**src/sv/vpr_pkg.sv**
```systemverilog
package vpr_pkg;

  // field and working widths
  localparam int unsigned CoordBits     = 16;
  localparam int unsigned AngleBits     = 16;
  localparam int unsigned Guard         = 16;
  localparam int unsigned WorkBits      = CoordBits + Guard + 3;
  localparam int unsigned AccBits       = 32;
  localparam int unsigned ZBits         = AccBits + 2;
  localparam int unsigned SplitBits     = 32;
  localparam int unsigned HiBits        = WorkBits - SplitBits;
  localparam int unsigned RoundBits     = HiBits + 17;
  localparam int unsigned MaxSteps      = 32;
  localparam int unsigned DefIterations = 16;

  // quarter turn in 32-bit binary angle units and the cordic gain correction
  localparam logic [AccBits-1:0] QuarterTurn = 32'h4000_0000;
  localparam logic [AccBits-1:0] KGain       = 32'h9B74_EDA8;

  typedef struct packed {
    logic signed [CoordBits-1:0] in_x;
    logic signed [CoordBits-1:0] in_y;
    logic signed [AngleBits-1:0] rot_angle;
  } vpr_in_t;

  typedef struct packed {
    logic signed [CoordBits-1:0] out_x;
    logic signed [CoordBits-1:0] out_y;
    logic        [CoordBits-1:0] magnitude;
    logic signed [AngleBits-1:0] direction;
    logic                        clipped;
  } vpr_out_t;

  // working set carried down the micro-rotation pipeline
  typedef struct packed {
    logic                       zero;
    logic signed [WorkBits-1:0] vec_u;
    logic signed [WorkBits-1:0] vec_v;
    logic        [AccBits-1:0]  acc;
    logic signed [WorkBits-1:0] rot_u;
    logic signed [WorkBits-1:0] rot_v;
    logic signed [ZBits-1:0]    rot_z;
  } vpr_state_t;

  // atan(2^-idx) as a 32-bit binary angle
  function automatic logic [AccBits-1:0] atan_step(input int unsigned idx);
    logic [AccBits-1:0] val;
    case (idx)
      0:  val = 32'h2000_0000;
      1:  val = 32'h12E4_051D;
      2:  val = 32'h09FB_385B;
      3:  val = 32'h0511_11D4;
      4:  val = 32'h028B_0D43;
      5:  val = 32'h0145_D7E1;
      6:  val = 32'h00A2_F61E;
      7:  val = 32'h0051_7C55;
      8:  val = 32'h0028_BE53;
      9:  val = 32'h0014_5F2F;
      10: val = 32'h000A_2F98;
      11: val = 32'h0005_17CC;
      12: val = 32'h0002_8BE6;
      13: val = 32'h0001_45F3;
      14: val = 32'h0000_A2FA;
      15: val = 32'h0000_517D;
      16: val = 32'h0000_28BE;
      17: val = 32'h0000_145F;
      18: val = 32'h0000_0A30;
      19: val = 32'h0000_0518;
      20: val = 32'h0000_028C;
      21: val = 32'h0000_0146;
      22: val = 32'h0000_00A3;
      23: val = 32'h0000_0051;
      24: val = 32'h0000_0029;
      25: val = 32'h0000_0014;
      26: val = 32'h0000_000A;
      27: val = 32'h0000_0005;
      28: val = 32'h0000_0003;
      29: val = 32'h0000_0001;
      30: val = 32'h0000_0001;
      default: val = '0;
    endcase
    return val;
  endfunction

endpackage

```
**src/sv/vpr_finish.sv**
```systemverilog
module vpr_finish (
  input  logic                clk_i,
  input  logic                rst_ni,
  input  logic                valid_i,
  input  vpr_pkg::vpr_state_t data_i,
  output logic                ready_o,
  output logic                valid_o,
  output vpr_pkg::vpr_out_t   data_o,
  input  logic                stall_i
);
  import vpr_pkg::*;

  localparam int unsigned Lanes   = 3;
  localparam int unsigned LaneMag = 0;
  localparam int unsigned LaneX   = 1;
  localparam int unsigned LaneY   = 2;
  localparam int unsigned SumBits = HiBits + SplitBits + 1;

  localparam logic [RoundBits-1:0] MagMax =
    {{(RoundBits-CoordBits){1'b0}}, {CoordBits{1'b1}}};
  localparam logic [RoundBits-1:0] LimNeg =
    {{(RoundBits-CoordBits){1'b0}}, 1'b1, {(CoordBits-1){1'b0}}};
  localparam logic [RoundBits-1:0] LimPos =
    {{(RoundBits-CoordBits+1){1'b0}}, {(CoordBits-1){1'b1}}};
  localparam logic [SumBits-1:0] RoundHalf =
    {{(SumBits-Guard){1'b0}}, 1'b1, {(Guard-1){1'b0}}};

  logic ld1, ld2, ld3;
  logic v1_q, v2_q, v3_q;

  // stage 1: absolute values, signs, direction
  logic [Lanes-1:0][WorkBits-1:0] abs_d, abs_q;
  logic [Lanes-1:0]               neg_d, neg_q;
  logic [AccBits-1:0]             dir_acc;
  logic [AngleBits-1:0]           dir_d, dir_q;

  // stage 2: partial products of the gain multiply
  logic [Lanes-1:0][2*SplitBits-1:0]      lo_prod_d, lo_prod_q;
  logic [Lanes-1:0][HiBits+SplitBits-1:0] hi_prod_d, hi_prod_q;
  logic [Lanes-1:0]                       neg2_q;
  logic [AngleBits-1:0]                   dir2_q;

  // stage 3: sum, round, clamp
  logic [Lanes-1:0][SumBits-1:0]   sum;
  logic [Lanes-1:0][RoundBits-1:0] rnd;
  logic [RoundBits-1:0]            mag_c, x_c, y_c;
  logic                            clip_x, clip_y;
  logic [CoordBits-1:0]            x_mag, y_mag;
  vpr_out_t                        out_d, out_q;

  // advance logic, each register fills a bubble or moves on
  assign ld3     = !v3_q || !stall_i;
  assign ld2     = !v2_q || ld3;
  assign ld1     = !v1_q || ld2;
  assign ready_o = ld1;

  always_comb begin
    abs_d[LaneMag] = data_i.vec_u[WorkBits-1] ? '0 : data_i.vec_u;
    neg_d[LaneMag] = 1'b0;
    neg_d[LaneX]   = data_i.rot_v[WorkBits-1];
    abs_d[LaneX]   = neg_d[LaneX] ? WorkBits'(-data_i.rot_v) : data_i.rot_v;
    neg_d[LaneY]   = data_i.rot_u[WorkBits-1];
    abs_d[LaneY]   = neg_d[LaneY] ? WorkBits'(-data_i.rot_u) : data_i.rot_u;
    dir_acc        = data_i.acc + {{(AccBits-AngleBits){1'b0}}, 1'b1, {(AngleBits-1){1'b0}}};
    dir_d          = data_i.zero ? '0 : dir_acc[AccBits-1:AccBits-AngleBits];
  end

  always_comb begin
    for (int k = 0; k < Lanes; k++) begin
      lo_prod_d[k] = (2*SplitBits)'(abs_q[k][SplitBits-1:0])
                   * (2*SplitBits)'(KGain);
      hi_prod_d[k] = (HiBits+SplitBits)'(abs_q[k][WorkBits-1:SplitBits])
                   * (HiBits+SplitBits)'(KGain);
    end
  end

  always_comb begin
    for (int k = 0; k < Lanes; k++) begin
      sum[k] = {1'b0, hi_prod_q[k]}
             + {{(SumBits-SplitBits){1'b0}}, lo_prod_q[k][2*SplitBits-1:SplitBits]}
             + RoundHalf;
      rnd[k] = sum[k][SumBits-1:Guard];
    end
    mag_c = (rnd[LaneMag] > MagMax) ? MagMax : rnd[LaneMag];
    if (neg2_q[LaneX]) begin
      clip_x = rnd[LaneX] > LimNeg;
      x_c    = clip_x ? LimNeg : rnd[LaneX];
    end else begin
      clip_x = rnd[LaneX] > LimPos;
      x_c    = clip_x ? LimPos : rnd[LaneX];
    end
    if (neg2_q[LaneY]) begin
      clip_y = rnd[LaneY] > LimNeg;
      y_c    = clip_y ? LimNeg : rnd[LaneY];
    end else begin
      clip_y = rnd[LaneY] > LimPos;
      y_c    = clip_y ? LimPos : rnd[LaneY];
    end
    x_mag           = x_c[CoordBits-1:0];
    y_mag           = y_c[CoordBits-1:0];
    out_d.out_x     = neg2_q[LaneX] ? signed'(CoordBits'(~x_mag + 1'b1)) : signed'(x_mag);
    out_d.out_y     = neg2_q[LaneY] ? signed'(CoordBits'(~y_mag + 1'b1)) : signed'(y_mag);
    out_d.magnitude = mag_c[CoordBits-1:0];
    out_d.direction = signed'(dir2_q);
    out_d.clipped   = clip_x || clip_y;
  end

  // valid bits of the three stages
  always_ff @(posedge clk_i or negedge rst_ni) begin
    if (!rst_ni) begin
      v1_q <= 1'b0;
      v2_q <= 1'b0;
      v3_q <= 1'b0;
    end else begin
      if (ld1) begin
        v1_q <= valid_i;
      end
      if (ld2) begin
        v2_q <= v1_q;
      end
      if (ld3) begin
        v3_q <= v2_q;
      end
    end
  end

  // stage data
  always_ff @(posedge clk_i) begin
    if (ld1) begin
      abs_q <= abs_d;
      neg_q <= neg_d;
      dir_q <= dir_d;
    end
    if (ld2) begin
      lo_prod_q <= lo_prod_d;
      hi_prod_q <= hi_prod_d;
      neg2_q    <= neg_q;
      dir2_q    <= dir_q;
    end
    if (ld3) begin
      out_q <= out_d;
    end
  end

  assign valid_o = v3_q;
  assign data_o  = out_q;

endmodule

```
**config.mk**
```make
export PLATFORM = sky130hd
export DESIGN_NAME = vpr_finish
export DESIGN_NICKNAME = d
export VERILOG_FILES = /design/src/sv/vpr_pkg.sv /design/src/sv/vpr_finish.sv
export SDC_FILE = /design/constraint.sdc
export NUM_CORES = 2
export LEC_CHECK = 0
export BUFFER_PORTS_ARGS = -buffer_cell sky130_fd_sc_hd__buf_4
export CAP_MARGIN = 10
export CORE_MARGIN = 5
export CORE_UTILIZATION = 55
export CTS_CLUSTER_DIAMETER = 200
export DETAILED_ROUTE_END_ITERATION = 10
export GPL_TIMING_DRIVEN = 0
export PLACE_DENSITY = 0.73
export SLEW_MARGIN = 20
export SYNTH_ARGS = -nofsm -noshare
export SYNTH_HDL_FRONTEND = slang
export SYNTH_SLANG_ARGS = --single-unit
export TNS_END_PERCENT = 100
```
**constraint.sdc**
```tcl
create_clock -name clk_i -period 8.95 [get_ports clk_i]
set_input_delay 0.895 -clock clk_i [delete_from_list [all_inputs] [get_ports clk_i]]
set_output_delay 0.895 -clock clk_i [all_outputs]
set_load 0.01 [all_outputs]
```
== After elaboration in Yosys (flattened, before gate mapping) ==
Cells that the tools add are included.

* Flip-flop bits (word level): 488
* Bits in latches: 0
* RAM bits: 0
* Memory bits (read-only): 0
* Input bits: 211
* Output and inout port bits: 67
* Memories kept: 0

* $add $sub $neg: 11
* Multiply operators: 6
* Div/mod/pow operators: 0
* Order comparisons: 5
* Equal/unequal tests: 0
* Shift-type cells: 0
* Mux-type cells: 12
* Bitwise logic cells: 2
* Reductions and logical operators: 8

{| class="wikitable"
|+ Operators by type and width
! cell !! count
|-
| $mul A32 B29 Y61 const B || 3
|-
| $mux W16 || 8
|-
| $add A35 B32 Y36 || 3
|-
| $add A36 B16 Y36 const B || 3
|-
| $mul A3 B29 Y32 const B || 3
|-
| $neg A35 Y35 || 2
|-
| $mux W34 || 2
|-
| $gt A20 B16 Y1 const B || 3
|-
| $gt A20 B15 Y1 const B || 2
|-
| $add A16 B1 Y16 const B || 2
|-
| $add A32 B16 Y32 const B || 1
|-
| $not A16 Y16 || 2
|-
| $logic_not A1 Y1 || 4
|-
| $logic_or A1 B1 Y1 || 4
|-
| $mux W1 || 2
|}

== Logic depth before layout (Yosys ltp) ==
* Word-level depth: 8
* Gate-level depth with buffers: 26
* Mapped depth without buffers: 26

== Least setup slack after synthesis ==
OpenSTA, ideal clock, no wires.

* Path type: reg-to-reg
* Start point: register abs_q[43] (netlist name)
* End point: register lo_prod_q[124] (netlist name) (data pin)
* Setup time: 263 ps
* Arrival: 7,104 ps
* Required time: 8,687 ps
* Slack: 1,584 ps
* Cell stages (with the launch flop): 27
* Buffers on the path: 0
* Clock period less this slack: 7,366 ps
* Cell sequence: edfxtp_1 -> inv_1 -> fa_1 -> fa_1 -> inv_1 -> fa_1 -> inv_1 -> fa_1 -> inv_1 -> fa_1 -> fa_1 -> fa_1 -> inv_1 -> fa_1 -> inv_1 -> ha_1 -> a21o_1 -> a211oi_1 -> a2bb2oi_1 -> o21a_1 -> a311o_1 -> a2bb2oi_1 -> a21oi_1 -> nor3_1 -> or2_2 -> a311oi_1 -> xnor2_1

{| class="wikitable"
|+ RTL lines
! what !! line !! RTL
|-
| from (decl) || vpr_finish.sv:32 || <nowiki>logic [Lanes-1:0][WorkBits-1:0] abs_d, abs_q;</nowiki>
|-
| from (signal assigned) || vpr_finish.sv:130 || <nowiki>abs_q <= abs_d;</nowiki>
|-
| to (signal assigned) || vpr_finish.sv:135 || <nowiki>lo_prod_q <= lo_prod_d;</nowiki>
|-
| to (decl) || vpr_finish.sv:38 || <nowiki>logic [Lanes-1:0][2*SplitBits-1:0] lo_prod_d, lo_prod_q;</nowiki>
|}

==> metrics.csv <==
stage,metric,value,unit
route,Remaining DRCs,0,
floorplan,die area,0.141,mm^2
sta,hold slack final,0.413,ns
setup_path,worst r2r src,abs_q[7],
synth,Post-Syn Nets,9802,
synth,sequential fraction of the synthesis area,0.149,
floorplan,Ports,278,
clock_network,clock buffer depth,3,
global_routing,initial antenna violation count,11,
run_status,outcome,"complete, no violations",
sta,RSZ-0062 raised after global routing,false,
hold_path,Worst Hold Class,reg -> reg,
synth,Post-Synthesis Cells,6952,
placed_design,GPL Wtd Cong,0.967,
clock_network,cts bufs inserted,46,
synth,"flops & latches, synth",365,
setup_path,Worst path most repeated cell,fa_1,
floorplan,die width,375,um
hold_path,Hold Startpoint,dir2_q[7],
route,via count,48315,
setup_path,"critical path fanouts, max",7,
sta,FMAX,113,MHz
synth,area of the mapped netlist,0.0733,mm^2
synth,"FFs w/ async S/R, synth",0.00822,
setup_path,CP endpoint kind,register,
setup_path,Crit path required time,9.33,ns
sta,normalized max-slew margin,0.291,
global_routing,first-pass GRT wire length,290000,um
route,Detailed Route WL,181000,um
synth,average cell area after synthesis,10.5,um^2
sta,Slew Limit Fails,0,
global_routing,largest net degree at the start of global routing,52,
route,initial DRC count,3032,
clock_network,clock root buffer,clkbuf_16,
clock_network,CTS Sinks,365,
run,# Max-Cap Violations,0,
clock_network,TritonCTS clock tree,yes,
route,Vias/cell,5.34,
route,DR WL/cell,20.0,um
setup_path,"slowest stage delay, CP",1.03,ns
sta,Setup Skew,0.0358,ns
sta,Final Hold Fails,0,
route,Routed Antenna Nets,0,
synth,Post-synth EDFFs,362,
sta,min cycle time layout,8.86,ns
layout,fillers,11044,
setup_path,crit path launch,abs_q[7],
clock_network,H-tree level count,2,
clock_network,Clock transition at path regs,0.06,ns
synth,main flop type after synthesis,edfxtp_1,
global_routing,Total GRT Usage,0.265,
layout,share of post-route cells with drive strength above 1,0.0500,
clock_network,Worst-Skew Late Latency,0.65,ns
setup_path,Crit-path slowest cell,a2111oi_1,
floorplan,num rows,134,
floorplan,die height,375,um
sta,# setup viols final,0,
route,drt pass-1 iters,5,
layout,area grow syn2layout,7.74,%
floorplan,Placeable Area,0.133,mm^2
setup_path,type of the worst setup path,reg -> reg,
synth,Synth Warn #,0,
synth,distinct cell type count after synthesis,81,
global_routing,GR Overflow Total,0,
setup_path,CP cell instances,"inv_1, fa_1, fa_1, inv_1, fa_1, inv_1, fa_1, inv_1, fa_1, fa_1, fa_1, inv_1, fa_1, inv_1, ha_1, o2111ai_1, a31oi_1, o211ai_1, a2111oi_1, o31a_1, a41o_1, o21a_1, nor2_1, xnor2_1",
floorplan,Starting Density,0.551,
placed_design,PortBufs,193,
setup_path,crit start category,register,
placed_design,dpl hpwl,159000,um
sta,Final period util,0.990,
layout,Final nets,10080,
sta,Worst Tran Pin Value,1.06,ns
setup_path,Worst Path Arrival,9.24,ns
global_routing,vias in the first global route,52590,
## logic make-up after synthesis
| group | count (synthesis) | synth area share |
|---|---|---|
| xor gates and xnor gates | 219 | 0.0262 |
| AOI/OAI and AO/OA | 713 | 0.0637 |
| DFF | 365 | 0.149 |
| buffers and inverters | 2285 | 0.117 |
| and+or+nand+nor | 719 | 0.0504 |
| adders and majority gates | 2639 | 0.591 |
| muxes | 12 | 0.00171 |
## placed cells by master (no fill, tap or decap), drive strengths merged, types with 10 or more instances in the layout
master  netlist  layout
a211o        11      11
a211oi       22      22
a21o         97      97
a21oi       197     197
a311oi       10      10
a31oi        28      28
and2         21      21
and3         31      31
and4         10      10
buf           7     236
clkbuf       55     107
clkinv        0      15
diode         0      11
edfxtp      362     362
fa         1375    1375
ha         1264    1264
inv        2223    2228
nand2       164     164
nand2b       31      31
nand3        76      76
nand4        28      28
nor2        150     150
nor2b        61      61
nor3         48      48
nor4         15      15
o211ai       18      18
o21a         32      32
o21ai       145     145
o21bai       22      22
o31ai        25      25
or2          18      18
or3          34      34
or4          12      12
xnor2       145     145
xor2         74      74
## metrics by stage
| step | instance area (um^2) | TNS [ns] | instances | utilization | worst slack [ns] |
|---|---|---|---|---|---|
| finish | 78900 | 0 | 9043 | 0.594 | 0.0892 |
| global route | 78900 | 0 | 9040 | 0.594 | 0.00965 |
| CTS | 78800 | 0 | 9013 | 0.592 | 0.135 |
| detailed placement | 77200 | -0.176 | 8930 | 0.581 | -0.107 |
| global placement | 76900 | -234.21 | 8913 | 0.579 | -0.938 |
| floorplan | 73300 | 0 | 6952 | - | 1.58 |
## cells in the mapped netlist (all sizes together) (12+ instances only)
library cell  count  share of area
o21a             32         0.0033
xnor2           145          0.017
nor4             15         0.0015
o21bai           22         0.0023
nand2           164         0.0084
a21oi           197          0.013
o211ai           18         0.0018
edfxtp          362           0.15
or2              18         0.0015
nand3            76         0.0052
fa             1375           0.38
nor2            150         0.0077
nor3             48         0.0033
xor2             74         0.0088
and2             21         0.0018
nand2b           31         0.0027
o31ai            25         0.0027
a31oi            28         0.0024
nor2b            61         0.0052
and3             31         0.0026
inv            2223           0.11
or3              34         0.0032
a21o             97         0.0099
o21ai           145         0.0099
or4              12         0.0013
nand4            28         0.0024
ha             1264           0.22
a211oi           22         0.0023
clkbuf           55         0.0028
## repair_timing
action                                  CTS  global route
pin swaps                                 0             0
endpoints found under the setup margin    2            13
buffers inserted                          0            19
hold buffers                              1             0
resized for setup                         2             5
endpoints found under the hold margin     3             0
## worst max-delay path: cells and delay by family, from the launching register on
kind                     cells  cell delay [ns]
XOR/XNOR                     1             0.13
AO/OA/AOI/OAI                7             2.74
adder cells (fa/ha/maj)      9             4.44
AND/OR/NAND/NOR              1             0.04
buffers and inverters        6             0.56
flip-flops                   1             0.67
## path summary, 6_finish.rpt
kind	slack, ns	depth (start not counted)	endpoint
min	0.41	0	data_o[8]
max in group asynchronous	8.27	2	v1_q
max	0.09	24	lo_prod_q[60]
min reg2reg	0.41	0	data_o[8]
max reg2reg	0.09	24	lo_prod_q[60]
min in group asynchronous	0.59	2	v1_q
## cell type report
type | instances | area (um^2) | share of cell area
Sequential cell | 365 | 10900 | 0.139
Multi-Input combinational cell | 4302 | 53800 | 0.681
Timing Repair Buffer | 230 | 1870 | 0.0236
Clock inverter | 30 | 333 | 0.00422
Inverter | 2223 | 8350 | 0.106
Tap cell | 1768 | 2210 | 0.0280
Buffer | 62 | 248 | 0.00314
Clock buffer | 52 | 1170 | 0.0149
Antenna cell | 11 | 27.5 | 0.000349
## flip-flops by register name, indices dropped and copies added, names as in the netlist
register	cells
neg_q	2
hi_prod_q	70
lo_prod_q	87
abs_q	104
dir2_q	16
valid_o	1
data_o	65
dir_q	16
v1_q	1
v2_q	1
neg2_q	2
## routing by layer
metal | wire, um | share of wire | up-vias | GRT usage
li1 | - | - | 22302 | -
met1 | 79300 | 0.44 | 24264 | 0.375
met2 | 81600 | 0.45 | 1499 | 0.418
met3 | 14400 | 0.080 | 248 | 0.0572
met4 | 5600 | 0.031 | 2 | 0.0696
met5 | 13 | 0.000072 | - | 0
Power is left out: the tool's default activity adds up to more than one toggle a clock period on the data nets, which glitch-free logic cannot reach.
