File: config.mk
export PLATFORM = sky130hd
export DESIGN_NAME = vpr_micro_rot
export DESIGN_NICKNAME = d
export VERILOG_FILES = /design/src/sv/vpr_pkg.sv /design/src/sv/vpr_micro_rot.sv
export SDC_FILE = /design/constraint.sdc
export NUM_CORES = 1
export LEC_CHECK = 0
export BUFFER_PORTS_ARGS = -buffer_cell sky130_fd_sc_hd__buf_4
export CAP_MARGIN = 20
export CORE_MARGIN = 2
export CORE_UTILIZATION = 35
export CTS_BUF_LIST = sky130_fd_sc_hd__clkbuf_8
export CTS_CLUSTER_SIZE = 40
export DETAILED_ROUTE_END_ITERATION = 10
export PLACE_DENSITY = 0.67
export SYNTH_ARGS = -nofsm -noshare
export SYNTH_HDL_FRONTEND = slang
export SYNTH_SLANG_ARGS = --single-unit
File: constraint.sdc
create_clock -name clk_i -period 0.8 [get_ports clk_i]
set_input_delay 0 -clock clk_i [delete_from_list [all_inputs] [get_ports clk_i]]
set_output_delay 0 -clock clk_i [all_outputs]
set_load 0.005 [all_outputs]
File: src/sv/vpr_pkg.sv
package vpr_pkg;

  // field and working widths
  localparam int unsigned CoordBits     = 16;
  localparam int unsigned AngleBits     = 16;
  localparam int unsigned Guard         = 16;
  localparam int unsigned WorkBits      = CoordBits + Guard + 3;
  localparam int unsigned AccBits       = 32;
  localparam int unsigned ZBits         = AccBits + 2;
  localparam int unsigned SplitBits     = 32;
  localparam int unsigned HiBits        = WorkBits - SplitBits;
  localparam int unsigned RoundBits     = HiBits + 17;
  localparam int unsigned MaxSteps      = 32;
  localparam int unsigned DefIterations = 16;

  // quarter turn in 32-bit binary angle units and the cordic gain correction
  localparam logic [AccBits-1:0] QuarterTurn = 32'h4000_0000;
  localparam logic [AccBits-1:0] KGain       = 32'h9B74_EDA8;

  typedef struct packed {
    logic signed [CoordBits-1:0] in_x;
    logic signed [CoordBits-1:0] in_y;
    logic signed [AngleBits-1:0] rot_angle;
  } vpr_in_t;

  typedef struct packed {
    logic signed [CoordBits-1:0] out_x;
    logic signed [CoordBits-1:0] out_y;
    logic        [CoordBits-1:0] magnitude;
    logic signed [AngleBits-1:0] direction;
    logic                        clipped;
  } vpr_out_t;

  // working set carried down the micro-rotation pipeline
  typedef struct packed {
    logic                       zero;
    logic signed [WorkBits-1:0] vec_u;
    logic signed [WorkBits-1:0] vec_v;
    logic        [AccBits-1:0]  acc;
    logic signed [WorkBits-1:0] rot_u;
    logic signed [WorkBits-1:0] rot_v;
    logic signed [ZBits-1:0]    rot_z;
  } vpr_state_t;

  // atan(2^-idx) as a 32-bit binary angle
  function automatic logic [AccBits-1:0] atan_step(input int unsigned idx);
    logic [AccBits-1:0] val;
    case (idx)
      0:  val = 32'h2000_0000;
      1:  val = 32'h12E4_051D;
      2:  val = 32'h09FB_385B;
      3:  val = 32'h0511_11D4;
      4:  val = 32'h028B_0D43;
      5:  val = 32'h0145_D7E1;
      6:  val = 32'h00A2_F61E;
      7:  val = 32'h0051_7C55;
      8:  val = 32'h0028_BE53;
      9:  val = 32'h0014_5F2F;
      10: val = 32'h000A_2F98;
      11: val = 32'h0005_17CC;
      12: val = 32'h0002_8BE6;
      13: val = 32'h0001_45F3;
      14: val = 32'h0000_A2FA;
      15: val = 32'h0000_517D;
      16: val = 32'h0000_28BE;
      17: val = 32'h0000_145F;
      18: val = 32'h0000_0A30;
      19: val = 32'h0000_0518;
      20: val = 32'h0000_028C;
      21: val = 32'h0000_0146;
      22: val = 32'h0000_00A3;
      23: val = 32'h0000_0051;
      24: val = 32'h0000_0029;
      25: val = 32'h0000_0014;
      26: val = 32'h0000_000A;
      27: val = 32'h0000_0005;
      28: val = 32'h0000_0003;
      29: val = 32'h0000_0001;
      30: val = 32'h0000_0001;
      default: val = '0;
    endcase
    return val;
  endfunction

endpackage

File: src/sv/vpr_micro_rot.sv
module vpr_micro_rot #(
  parameter int unsigned Step = 0
) (
  input  logic               clk_i,
  input  logic               rst_ni,
  input  logic               en_i,
  input  logic               valid_i,
  input  vpr_pkg::vpr_state_t data_i,
  output logic               valid_o,
  output vpr_pkg::vpr_state_t data_o
);
  import vpr_pkg::*;

  localparam logic [AccBits-1:0] AtanStep = atan_step(Step);
  localparam logic signed [ZBits-1:0] AtanZ =
    signed'({{(ZBits-AccBits){1'b0}}, AtanStep});

  logic signed [WorkBits-1:0] vu, vv, ru, rv;
  logic signed [WorkBits-1:0] vu_sh, vv_sh, ru_sh, rv_sh;
  vpr_state_t data_d, data_q;
  logic       valid_q;

  assign vu = data_i.vec_u;
  assign vv = data_i.vec_v;
  assign ru = data_i.rot_u;
  assign rv = data_i.rot_v;

  assign vu_sh = vu >>> Step;
  assign vv_sh = vv >>> Step;
  assign ru_sh = ru >>> Step;
  assign rv_sh = rv >>> Step;

  // one micro-rotation for vectoring and for rotation side by side
  always_comb begin
    data_d = data_i;
    if (!vv[WorkBits-1]) begin
      data_d.vec_u = vu + vv_sh;
      data_d.vec_v = vv - vu_sh;
      data_d.acc   = data_i.acc + AtanStep;
    end else begin
      data_d.vec_u = vu - vv_sh;
      data_d.vec_v = vv + vu_sh;
      data_d.acc   = data_i.acc - AtanStep;
    end
    if (!data_i.rot_z[ZBits-1]) begin
      data_d.rot_u = ru - rv_sh;
      data_d.rot_v = rv + ru_sh;
      data_d.rot_z = data_i.rot_z - AtanZ;
    end else begin
      data_d.rot_u = ru + rv_sh;
      data_d.rot_v = rv - ru_sh;
      data_d.rot_z = data_i.rot_z + AtanZ;
    end
  end

  // stage valid
  always_ff @(posedge clk_i or negedge rst_ni) begin
    if (!rst_ni) begin
      valid_q <= 1'b0;
    end else if (en_i) begin
      valid_q <= valid_i;
    end
  end

  // stage data
  always_ff @(posedge clk_i) begin
    if (en_i) begin
      data_q <= data_d;
    end
  end

  assign valid_o = valid_q;
  assign data_o  = data_q;

endmodule

Word level (Yosys, flattened, before mapping)
Cells that the tools add are included.
{"block": "totals", "input_bits": 211, "reg_bits": 208}
{"block": "classes", "n_addsub": 10, "muxes": 2}
{"operator": "subtractor 35 bit", "n": 4}
{"operator": "two-way mux 104 bit", "n": 1}
{"operator": "two-way mux 102 bit", "n": 1}
{"operator": "adder 35 bit", "n": 2}
{"operator": "adder 34 x 31 -> 34 bit, second input constant", "n": 1}
{"operator": "subtractor 34 x 31 -> 34 bit, second input constant", "n": 1}
{"operator": "adder 32 x 30 -> 32 bit, second input constant", "n": 1}
{"operator": "subtractor 32 x 30 -> 32 bit, second input constant", "n": 1}

Longest topological paths before layout
Gate-level depths: netlist of the first run.
{"block": "logic_depth", "word_depth": 2, "mapped_depth": 12, "ltp_nobuf": 12}

Least setup slack after synthesis of the first run
OpenSTA, ideal clock, no wires.
{"block": "synth_path", "path_type": "in2reg", "startpoint": "in data_i[147] in the netlist's numbering", "endpoint": "reg data_q, in the netlist data_o[193] (data pin)", "cell_stages": 10, "path_buffers": 0, "setup_ps": 261, "slack_ps": -1745, "required_time_ps": 539, "arrival_ps": 2284, "path_cell_list": "inv_1 > ha_1 > or4_4 > o211ai_1 > o21ai_1 > o31ai_4 > a211oi_1 > o41ai_1 > mux2i_1 > xnor2_1"}
{"element": "start, declared", "line": "vpr_micro_rot.sv:8", "source": "input vpr_pkg::vpr_state_t data_i,"}
{"element": "end signal, assigned", "line": "vpr_micro_rot.sv:68", "source": "data_q <= data_d;"}
{"element": "end, declared", "line": "vpr_micro_rot.sv:20", "source": "vpr_state_t data_d, data_q;"}

==> out/qor.yml, run 1 <==
run_status:
  status: "finished with violations"
  violations: "hold timing, setup timing"
clock_network:
  cts_max_path_buffers: 3
  clock_sinks: 206
  clkSlewWorstSetupHoldPaths_ns: 0.06
  cts_buffers: 40
  htreeDepth: 2
  hold_buffers: 72
  cts_tree: "done"
  clkLatencyLatePin_ns: 0.59
  root_buffer: "clkbuf_8"
floorplan:
  initial_core_util_pct: 35.51
  fp.dieArea_um2: 54000
  io_pins: 419
  fp.dieH_um: 232.4
  core_um2: 51410
  rows: 83
  die_w_um: 232.4
yosys:
  synth_area_leaders: "edfxtp_1 34%, ha_1 14%, a21oi_1 7.1%, xnor2_1 5.6%, inv_1 4.4%"
  yosys.area.top_type: "edfxtp_1"
  yosysSeqAreaShare_pct: 33.86
  synthesis.nets: 2508
  ys_seq_elements: 206
  yosysTopAreaCellShare_pct: 33.72
  ys.flop_type: "edfxtp_1"
  async_reset_ff_share_pct: 0.4854
  avgSynthCellArea_um2: 8.776
  syn_area_um2: 18250
  netlist-cell-type-count: 81
  yosys_warnings: 0
  synth_edf_count: 205
  synth_cells: 2080
worst_setup_path:
  arrival_ns: 2.57
  critical_path.endpoint_type: "flip-flop"
  startpoint_type: "input port"
  cp_max_fo: 3
  critPathKind: "input port to flip-flop"
  slowest_stage: "ha_4"
  path_cells: "buf_8 -> clkinvlp_4 -> ha_4 -> nor3b_4 -> o311ai_2 -> nand4b_1 -> o211ai_1 -> buf_4 -> buf_6 -> nand3_4 -> a21oi_4 -> o21ai_2 -> o21ai_1 -> xor2_1"
  max_stage_delay_ns: 0.31
  crit_required_ns: 1.20
detailed_routing:
  drtIter0Drc: 1594
  vias_per_cell: 5.210
  wire_per_inst_um: 19.90
  drc: 0
  firstDrtPassIters: 6
  wl_um: 80950
  drtAntennaViolNets: 0
  num_vias: 21200
sta:
  finalHoldViolations: 9
  finalSetupViolCount: 378
  whs_ns: -0.1824
  worst_pin_slew_ns: 0.6293
  slew_viol_final: 0
  layout_setup_ws_ns: -1.364
  fmax_mhz: 462.1
  finClkSkew_ns: 0
  period_needed_ns: 2.164
  finalCritPeriodShare_pct: 270.5
  relSlewSlack_pct: 57.60
  rsz0062_at_grt: "yes"
worst_hold_path:
  hold_path_class: "input port to flip-flop"
power_and_ir_drop:
  leakage_nw: 15.38
  ir_drop_mv: 1.011
  power_density_nw_per_um2: 1443
global_route:
  grt_start_max_net_pins: 54
  grt_overflow_total: 0
  grt_pass1_vias: 21580
  track_usage_pct: 28.59
  grt_antenna_before_repair: 5
  grt_pass1_wl_um: 119800
place:
  gp_congestion: 0.9952
  placed_area_um2: 28780
  dp_hpwl_um: 63660
  dp.cells: 3835
  io_buffers: 418
  pre_cts_ws_ns: -2.122
cells_and_area:
  fin_area_um2: 34040
  drive_above_1_share_pct: 53.71
  area_growth_pct: 86.49
  final_nets: 3786
  finalNonFillerCells: 4069
  final_util_pct: 66.22
flow_run:
  maxCapViolations: 0
[synth_stat cells, drive strengths merged, types with 25 or more instances]
cell type and number:
ha 209, edfxtp 205, clkbuf 65, buf 25, o21ai 142, o21bai 53
xnor2 116, mux2i 26, nor2 189, a21oi 259, nor3 41, nand3 26
inv 218, nand2 100, a21o 54, nand4 27
[flip-flops by register name, summed over array words and instances, names as in the netlist]
name and count:
valid_o 1, data_o 205
[through the flow]
step                TNS (ns)  power, mW
floorplan            -146.30      23.38
global placement     -213.87      34.20
detailed placement   -218.82      34.41
CTS                  -189.21      47.46
global route         -210.45      51.39
finish               -194.63      49.11
[cell families (layout without fill, tap and decap cells)]
| family | Yosys count | count (layout) | share of synthesized area (%) |
|---|---|---|---|
| other cells | 0 | 2 | 0 |
| fa+ha+maj | 217 | 217 | 15.20 |
| xor+xnor | 136 | 136 | 6.525 |
| flops | 206 | 206 | 33.86 |
| simple gates | 489 | 489 | 12.56 |
| buf+inv | 315 | 1622 | 6.573 |
| mux | 29 | 29 | 1.611 |
| compound gates | 688 | 688 | 23.67 |
[worst max-delay path: cells and delay by family]
kind	cells	cell delay, ns
AO/OA/AOI/OAI	5	1.09
XOR/XNOR	1	0.31
adder cells (fa/ha/maj)	1	0.31
buffers and inverters	4	0.50
AND/OR/NAND/NOR	3	0.35
[worst paths after layout]
| path | start | endpoint | slack, ns | cells past startpoint |
|---|---|---|---|---|
| worst max register to register | valid_o | valid_o | 0.06 | 1 |
| max in group asynchronous | rst_ni | valid_o | 0.44 | 3 |
| worst min-delay path | data_i[29] | data_o[30] | -0.18 | 2 |
| worst min register to register | valid_o | valid_o | 0.51 | 1 |
| worst max-delay path | data_i[35] | data_o[63] | -1.36 | 14 |
| min in group asynchronous | rst_ni | valid_o | 0.26 | 3 |
[layer usage]
metal | track usage [%] | up-vias | share of wire (%)
met5 | 0 | - | 0.042
met2 | 47.39 | 849 | 47
met3 | 4.743 | 177 | 7.2
met4 | 11.10 | 6 | 3.6
li1 | - | 9993 | -
met1 | 37.12 | 10170 | 42
[area by class of cell]
type	count	area, µm²
Inverter	225	968.4
Timing Repair Buffer	1326	11150
Tap cell	680	850.8
Fill cell	4025	17360
Clock inverter	29	156.4
Clock buffer	42	578.1
Multi-Input combinational cell	1559	14150
Sequential cell	206	6181
Antenna cell	2	5.005
[power by group]
group          leakage (nW)  total, mW  switching, mW  internal, mW
sequential             2.02       14.6          0.690          14.0
clock                 0.399       10.2           5.02          5.20
combinational          13.0       24.2           11.5          12.7
total                  15.4       49.1           17.3          31.9
[timing repair]
action | 4_1_cts | 5_1_grt
gates resized for setup | 427 | 280
hold endpoints to repair | 169 | 8
endpoints found under the setup margin | 335 | 425
buffers inserted | 69 | 57
pin swaps | 223 | 203
[placed cells by master (no fill, tap or decap), types with 52 or more instances in the layout]
| cell type | n |
|---|---|
| buf_4 | 1042 |
| a21o_1 | 52 |
| a21oi_2 | 75 |
| xnor2_1 | 97 |
| dlygate4sd3_1 | 72 |
| nor2_1 | 160 |
| ha_1 | 151 |
| inv_1 | 184 |
| buf_6 | 178 |
| nand2_1 | 87 |
| a21oi_1 | 161 |
| edfxtp_1 | 205 |
| o21ai_0 | 55 |
Note: power is estimated with default switching activity, not from simulation.
==> inputs of run 2 (changes only) <==
--- a/config.mk
+++ b/config.mk
@@ -5,14 +5,14 @@
 export SDC_FILE = /design/constraint.sdc
 export NUM_CORES = 1
 export LEC_CHECK = 0
-export BUFFER_PORTS_ARGS = -buffer_cell sky130_fd_sc_hd__buf_4
 export CAP_MARGIN = 20
 export CORE_MARGIN = 2
 export CORE_UTILIZATION = 35
 export CTS_BUF_LIST = sky130_fd_sc_hd__clkbuf_8
 export CTS_CLUSTER_SIZE = 40
 export DETAILED_ROUTE_END_ITERATION = 10
-export PLACE_DENSITY = 0.67
+export DONT_BUFFER_PORTS = 1
+export PLACE_DENSITY = 0.6
 export SYNTH_ARGS = -nofsm -noshare
 export SYNTH_HDL_FRONTEND = slang
 export SYNTH_SLANG_ARGS = --single-unit
==> run 2 against run 1 <==
The run still ends with hold timing, setup timing left. Sequential power rose by 3%. Design area shrank 14%. Core utilization is 9.0 points lower. Via count is 11% lower. Global-route usage fell by 1.6 points. Clock power is 13% higher. Worst setup slack better by 0.18 ns. Total power fell by 7.4%. Combinational power decreased by 22%. Final cell count down 13%. First-iteration DRC count is 22% lower. Worst hold slack got worse by 0.30 ns. Largest power group unchanged. Critical path type unchanged.
==> out/qor.yml, run 2 (synthesis gave the netlist of run 1 again) <==
floorplan:
  die_w_um: 232.4  # unchanged
  rows: 83  # unchanged
  fp.dieH_um: 232.4  # unchanged
  core_um2: 51410  # unchanged
  fp.dieArea_um2: 54000  # unchanged
  initial_core_util_pct: 35.51  # unchanged
  io_pins: 419  # unchanged
place:
  dp_hpwl_um: 58290  # was 63660 µm
  pre_cts_ws_ns: -1.971  # was -2.122 ns
  gp_congestion: 0.9550  # was 0.9952
  io_buffers: 0  # was 418
cells_and_area:
  final_nets: 3253  # was 3786
  drive_above_1_share_pct: 43.35  # was 53.71%
  largest_reg_flops: 205  # unchanged
  mostFrequentLayoutCells: "609 x buf_4, 205 x edfxtp_1, 194 x inv_1"  # was 1042 x buf_4, 205 x edfxtp_1, 184 x inv_1
  layout_commonest_cell: "buf_4"  # unchanged
  area_growth_pct: 61.11  # was 86.49%
global_route:
  grt_pass1_wl_um: 112700  # was 119800 µm
  track_usage_pct: 27.00  # was 28.59%
  grt_pass1_vias: 19240  # was 21580
  grt_antenna_before_repair: 1  # was 5
  grt_start_max_net_pins: 207  # was 54
  grt_overflow_total: 0  # unchanged
sta:
  relSlewSlack_pct: 48.03  # was 57.60%
  period_needed_ns: 1.983  # was 2.164 ns
  layout_setup_ws_ns: -1.183  # was -1.364 ns
  rsz0062_at_grt: "yes"  # unchanged
  whs_ns: -0.4843  # was -0.1824 ns
  finClkSkew_ns: 0  # unchanged
  tns_ns: -149.83  # was -194.63 ns
  worst_pin_slew_ns: 0.7795  # was 0.6293 ns
  slew_viol_final: 0  # unchanged
  finalCritPeriodShare_pct: 247.9  # was 270.5%
  finalSetupViolCount: 337  # was 378
  finalHoldViolations: 226  # was 9
  fmax_mhz: 504.3  # was 462.1 MHz
run_status:
  status: "finished with violations"  # unchanged
  violations: "hold timing, setup timing"  # unchanged
clock_network:
  htreeDepth: 2  # unchanged
  cts_tree: "done"  # unchanged
  clock_sinks: 206  # unchanged
  clkLatencyLatePin_ns: 0.59  # about the same
  cts_buffers: 39  # was 40
  root_buffer: "clkbuf_8"  # unchanged
  clkSlewWorstSetupHoldPaths_ns: 0.06  # about the same
  cts_max_path_buffers: 3  # unchanged
detailed_routing:
  firstDrtPassIters: 6  # unchanged
  drc: 0  # unchanged
  vias_per_cell: 5.361  # was 5.210
  drtAntennaViolNets: 0  # unchanged
  num_vias: 18960  # was 21200
  drtIter0Drc: 1246  # was 1594
  wl_um: 75770  # was 80950 µm
  wire_per_inst_um: 21.42  # was 19.90 µm
worst_setup_path:
  critPathKind: "input port to flip-flop"  # unchanged
  arrival_ns: 2.33  # was 2.57 ns
  startpoint_type: "input port"  # unchanged
  critical_path.endpoint_type: "flip-flop"  # unchanged
  crit_required_ns: 1.15  # was 1.20 ns
  cp_max_fo: 5  # was 3
flow_run:
  maxCapViolations: 0  # unchanged
power_and_ir_drop:
  ir_drop_mv: 1.278  # was 1.011 mV
  leakage_nw: 12.64  # was 15.38 nW
  total_power_mw: 45.46  # was 49.11 mW
  power_density_nw_per_um2: 1546  # was 1443 nW/µm²
worst_hold_path:
  hold_path_class: "input port to flip-flop"  # unchanged
[run 2: cell count changes in the layout (fill, tap and decap cells not counted), moves of 13 or more]
cell,delta
a21oi_1,-13
buf_6,-108
a21oi_2,+14
dlygate4sd3_1,+36
buf_12,-15
buf_8,-13
buf_4,-433
[run 2: what timing repair did]
item                                   4_1_cts  5_1_grt
hold buffers                               109        2
setup buffers                               69       43
pin swaps                                  203      195
cloned                                       0        0
gates resized for setup                    354      206
endpoints found under the hold margin      398      313
setup endpoints to repair                  332      342
[run 2: metal layers]
metal | GRT usage, % | wire (µm) | part of all wire (%) | up-vias
met5 | 0 | 0 | 0 | -
met2 | 44.48 | 35360 | 47 | 692
met4 | 6.631 | 1815 | 2.4 | 0
met1 | 35.30 | 32630 | 43 | 9242
met3 | 6.814 | 5952 | 7.9 | 110
li1 | - | - | - | 8917
[run 2: report_power, final]
group	internal, mW	switching [mW]
Combinational	9.45	9.39
Sequential	14.0	1.09
Clock	6.50	5.02
Total	30.0	15.5
[run 2: cell type report]
cell class	count	area [µm²]
fill	4450	22000
multi-input combinational	1559	13960
timing repair buffer	794	6561
sequential	206	6181
inverter	225	1002
tap	680	850.8
clock buffer	42	578.1
clock inverter	30	267.8
antenna	1	2.502
[run 2: worst paths after layout]
| kind | depth (start not counted) | endpoint | start | slack, ns |
|---|---|---|---|---|
| max in group asynchronous | 2 | valid_o | rst_ni | 0.52 |
| min | 0 | data_o[93] | en_i | -0.48 |
| min in group asynchronous | 2 | valid_o | rst_ni | 0.18 |
| max | 10 | data_o[202] | data_i[184] | -1.18 |
| min reg2reg | 2 | valid_o | valid_o | 0.63 |
| max reg2reg | 2 | valid_o | valid_o | -0.09 |
[run 2: per-stage QoR]
step	utilization (%)	cells	instance area (µm²)
CTS	55.48	3527	28520
detailed placement	47.79	3291	24560
global route	57.21	3537	29410
floorplan	-	2080	19720
global placement	47.79	3291	24560
finish	57.21	3537	29410
[run 2: critical path, cell delays in order]
cell      delay [ns]
ha_4            0.22
or4_4           0.56
nor2_4          0.13
a21boi_4        0.20
a211oi_4        0.08
o21ai_4         0.21
a221oi_4        0.11
o41a_1          0.48
a211oi_2        0.25
xnor2_1         0.09
